$ cat src/cbr_pkg.sv
// Package for the streaming convolution block: widths, register codes, the cell
// control struct and the register clamp helper. Depends on nothing.
package cbr_pkg;

   localparam int DATA_BITS = 16;
   localparam int PROD_BITS = 2 * DATA_BITS;
   localparam int FRAC_BITS = 8;
   localparam int ACC_BITS = 40;
   localparam int WIDX_BITS = 11;
   localparam int COORD_BITS = 6;
   localparam int CSR_IDX_BITS = 3;
   localparam int CSR_DATA_BITS = 16;

   localparam int DEF_MAX_WIDTH = 64;
   localparam int DEF_MAX_KERNEL = 5;
   localparam int DEF_MAX_CHANNELS = 64;

   typedef enum logic [CSR_IDX_BITS-1:0] {
      REG_MAP_WIDTH = 3'd0,
      REG_MAP_HEIGHT = 3'd1,
      REG_KERNEL_SIZE = 3'd2,
      REG_CHANNEL_COUNT = 3'd3,
      REG_BIAS_VALUE = 3'd4,
      REG_RELU_ENABLE = 3'd5
   } csr_reg_type;

   typedef struct packed {
      logic shift;
      logic load;
      logic active;
   } cell_ctrl_type;

   function automatic logic [15:0] clamp_reg(input logic [15:0] v, input logic [15:0] hi);
      if (v == 16'd0) begin
         return 16'd1;
      end
      if (v > hi) begin
         return hi;
      end
      return v;
   endfunction

endpackage

$ cat src/cbr_cell.sv
// One window cell: holds a pixel, passes it to its left neighbor and forms the
// registered product with its weight. Depends on cbr_pkg.
module cbr_cell
   import cbr_pkg::*;
(
   input  logic clock,
   input  cell_ctrl_type ctrl,
   input  logic signed [DATA_BITS-1:0] data_in,
   input  logic signed [DATA_BITS-1:0] weight,
   output logic signed [DATA_BITS-1:0] data_out,
   output logic signed [PROD_BITS-1:0] product
);

   logic signed [DATA_BITS-1:0] pix_ff, pix_in;
   logic signed [PROD_BITS-1:0] prod_ff, prod_in;

   always_comb begin
      pix_in = ctrl.shift ? data_in : pix_ff;
      prod_in = ctrl.active ? PROD_BITS'(pix_ff) * PROD_BITS'(weight) : '0;
   end

   always_ff @(posedge clock) begin
      pix_ff <= pix_in;
      if (ctrl.load) begin
         prod_ff <= prod_in;
      end
   end

   assign data_out = pix_ff;
   assign product = prod_ff;

endmodule

$ cat config.mk
export PLATFORM = sky130hd
export DESIGN_NAME = cbr_cell
export DESIGN_NICKNAME = d
export VERILOG_FILES = /design/src/cbr_pkg.sv /design/src/cbr_cell.sv
export SDC_FILE = /design/constraint.sdc
export NUM_CORES = 1
export LEC_CHECK = 0
export ABC_AREA = 1
export BUFFER_PORTS_ARGS = -buffer_cell sky130_fd_sc_hd__buf_2
export CORE_MARGIN = 2
export CORE_UTILIZATION = 58
export CTS_CLUSTER_DIAMETER = 80
export DETAILED_ROUTE_END_ITERATION = 16
export PLACE_DENSITY = 0.78
export SETUP_SLACK_MARGIN = 0.02
export SYNTH_ARGS = -nofsm -noshare
export SYNTH_HDL_FRONTEND = slang
export SYNTH_SLANG_ARGS = --single-unit
$ cat constraint.sdc
create_clock -name clock -period 5.95 [get_ports clock]
set_input_delay 0.595 -clock clock [delete_from_list [all_inputs] [get_ports clock]]
set_output_delay 0.595 -clock clock [all_outputs]
set_load 0.005 [all_outputs]
==> qor.yml <==
outcome: "completed"
fin_crit_sh_pct: 96.2
place_ws_ns: -0.0287
yosys.area_share.adder_pct: 50.3
initial_core_util_pct: 59.1
fp.dieW_um: 151
synth_top_area_share_pct: 42.1
critPathArrivalTime_ns: 5.79
period_minus_slack_ns: 5.73
crit_top_cell: "fa_1"
overflow: 0
yosys.area_share.xor_xnor_pct: 0.351
rsz0062_at_grt: "yes"
first_pass_iters: 5
antenna_found_initial: 1
relSlewSlack_pct: 47.6
critPathBufInv: 7
max_cap_violations: 0
cp_cell_sequence: "buf_4 -> buf_4 -> nand2_1 -> inv_1 -> fa_1 -> inv_1 -> fa_1 -> fa_1 -> inv_1 -> fa_1 -> fa_1 -> inv_1 -> fa_1 -> inv_1 -> ha_1 -> nand2_1 -> nand2_1 -> a21oi_4 -> nand3_2 -> a21oi_1 -> and2_0 -> nor2_1"
synth.distinct_cells: 34
synthTopCellsByArea: "fa_1, inv_1, nand2_1"
layout.nets: 2036
antenna_cells: 0
synth_compound_area_share_pct: 2.91
yosys.area_share.simple_pct: 18.4
yosysSeqAreaShare_pct: 11.6
netlist_area_um2: 12500
r2r_cells: 22
gp_congestion: 0.937
crit_family: "adder cells"
wl_um: 31800
antenna_left: 0
drc_errors: 0
synth_top_family_by_area: "adder cells"
whs_endpoint: "data_out[3]"
cts_sinks: 48
fin_util_pct: 65.6
setup_ws_ns: 0.223
cp_max_fo: 7
critPathSlowestCell: "fa_1"
hp-class: "input pin to register"
clk-insertion-delay-late_ns: 0.31
worstHoldStart: "data_in[3]"
avgSynthCellArea_um2: 8.01
hold_viol_final: 0
syn-num-nets: 1937
cp_slowest_stage_delay_ns: 0.52
yosys_warnings: 0
r2r-start: "data_out[7]"
syn_inst: 1557
layout-drive-gt1-share_pct: 13.6
end_kind: "register"
dieArea_um2: 22700
core_area_um2: 21100
dr.first_iter.drc_count: 663
regToRegSetupSlack_ns: 0.22
vias: 10000
met1_usage_pct: 38.3
routedWlPerCell_um: 16.5
grt.busiest_layer: "met2"
syn_to_final_growth_pct: 11.0
cts_tree: "built"
layout_commonest_cell: "inv_1"
dp_hpwl_um: 26400
cts_buffers: 5
seq_area_um2: 1440
final_cell_mix: "inv_1, nand2_1, fa_1"
tightest_slew_ns: 0.787
setup_viol: 0
gr-usage-met2_pct: 52.3
grt_pass1_wl_um: 52500
grt_pass1_vias: 10800
muxShareOfSynthArea_pct: 0
grt_usage_pct: 30.1
finClkSkew_ns: 0.0167
worstSetupPathType: "register to register"
timing.rr.end: "product[19]"
critPathLaunchType: "register"
hold_depth: 1
htree_levels: 2
multi_input_area_um2: 9010
max_freq_ghz: 0.175
clkTransAtPathRegs_ns: 0.09
ys_ff_latch: 48
synth_area_leader_cell: "fa_1"
grt_start_max_net_pins: 33
via_per_inst: 5.18
rows: 53
pin_count: 84
grt_use_met3_pct: 4.27
num-fill-cells: 1768
root_buffer: "clkbuf_16"
clockBufferDepth: 2
slew_violations: 0
worstPathRequired_ns: 6.01
die_y_um: 151
port_buffers: 83
synthesized netlist by cell type:
library cell / instances
nand3b_1: 1
o21ai_0: 14
and2_1: 3
a31oi_1: 1
nand2_1: 403
ha_1: 82
nor2_4: 4
nand3_2: 5
edfxtp_1: 48
xnor2_1: 3
inv_2: 10
o21bai_1: 7
nand2_2: 12
a21oi_2: 2
xor2_1: 2
and2_0: 2
buf_2: 1
inv_1: 473
clkbuf_1: 59
nor2_2: 7
nand2_4: 3
fa_1: 262
nand4_1: 6
nor3_2: 4
nand3_1: 20
o21ai_1: 1
a21oi_1: 33
nor2_1: 77
buf_4: 1
nor3_1: 2
buf_1: 1
a21oi_4: 1
o21a_1: 4
or2_2: 3
layer usage:
metal | vias to the layer above | wire length [um]
met5 | - | 0
met4 | 0 | 1440
met3 | 110 | 2420
met2 | 426 | 15800
met1 | 4885 | 12200
li1 | 4585 | -
worst register-to-register path: stages, from the launching register on:
cell      delay (ns)
edfxtp_1        0.37
buf_4           0.19
buf_4           0.15
nand2_1         0.04
inv_1           0.05
fa_1            0.52
inv_1           0.06
fa_1            0.46
fa_1            0.51
inv_1           0.05
fa_1            0.53
fa_1            0.52
inv_1           0.05
fa_1            0.48
inv_1           0.04
ha_1            0.39
nand2_1         0.11
nand2_1         0.14
a21oi_4         0.23
nand3_2         0.17
a21oi_1         0.21
and2_0          0.15
nor2_1          0.04
sequential cells by signal, indices dropped and copies added (netlist names):
signal	count
data_out	16
product	32
kinds of logic after synthesis:
logic type / count (synthesis)
adder cells (fa/ha/maj): 344
buffers and inverters: 545
flip-flops: 48
AND/OR/NAND/NOR: 552
XOR/XNOR: 5
AO/OA/AOI/OAI: 63
timing repair:
item	4_1_cts	5_1_grt
pin swaps	0	1
hold buffers	0	0
setup buffers	4	28
setup endpoints to repair	1	19
resized for setup	0	15
how the worst max path moves through the flow:
| stage | slack, ns | depth (start not counted) | startpoint | to |
|---|---|---|---|---|
| after detailed placement | -0.03 | 20 | weight[1] | product[19] |
| after floorplan | 0.14 | 21 | weight[5] | product[29] |
| final | 0.22 | 22 | data_out[7] | product[19] |
| after global placement | -0.05 | 20 | weight[1] | product[19] |
| after global routing | -0.02 | 21 | weight[15] | product[30] |
| after CTS | 0.06 | 23 | data_out[15] | product[30] |
per-stage QoR:
stage	area, um2	hold WS [ns]	setup TNS [ns]	std cells
after CTS	13600	0.446	0	1904
after global routing	13800	0.445	-0.0155	1932
after floorplan	12500	0.683	0	1557
after detailed placement	13300	0.773	-0.0381	1892
final	13800	0.449	0	1932
after global placement	13300	0.772	-0.0692	1892
cell type report:
cell class	instances	share of cell area [%]
multi-input cells	964	65.2
inverters	483	13.1
flip-flops and latches	48	10.4
repair buffers	154	7.41
well taps	275	2.49
clock buffers	5	0.904
clock inverters	3	0.497
Power is not shown: default switching activity piles up to over one toggle a cycle in this logic, so the estimate is an artifact.
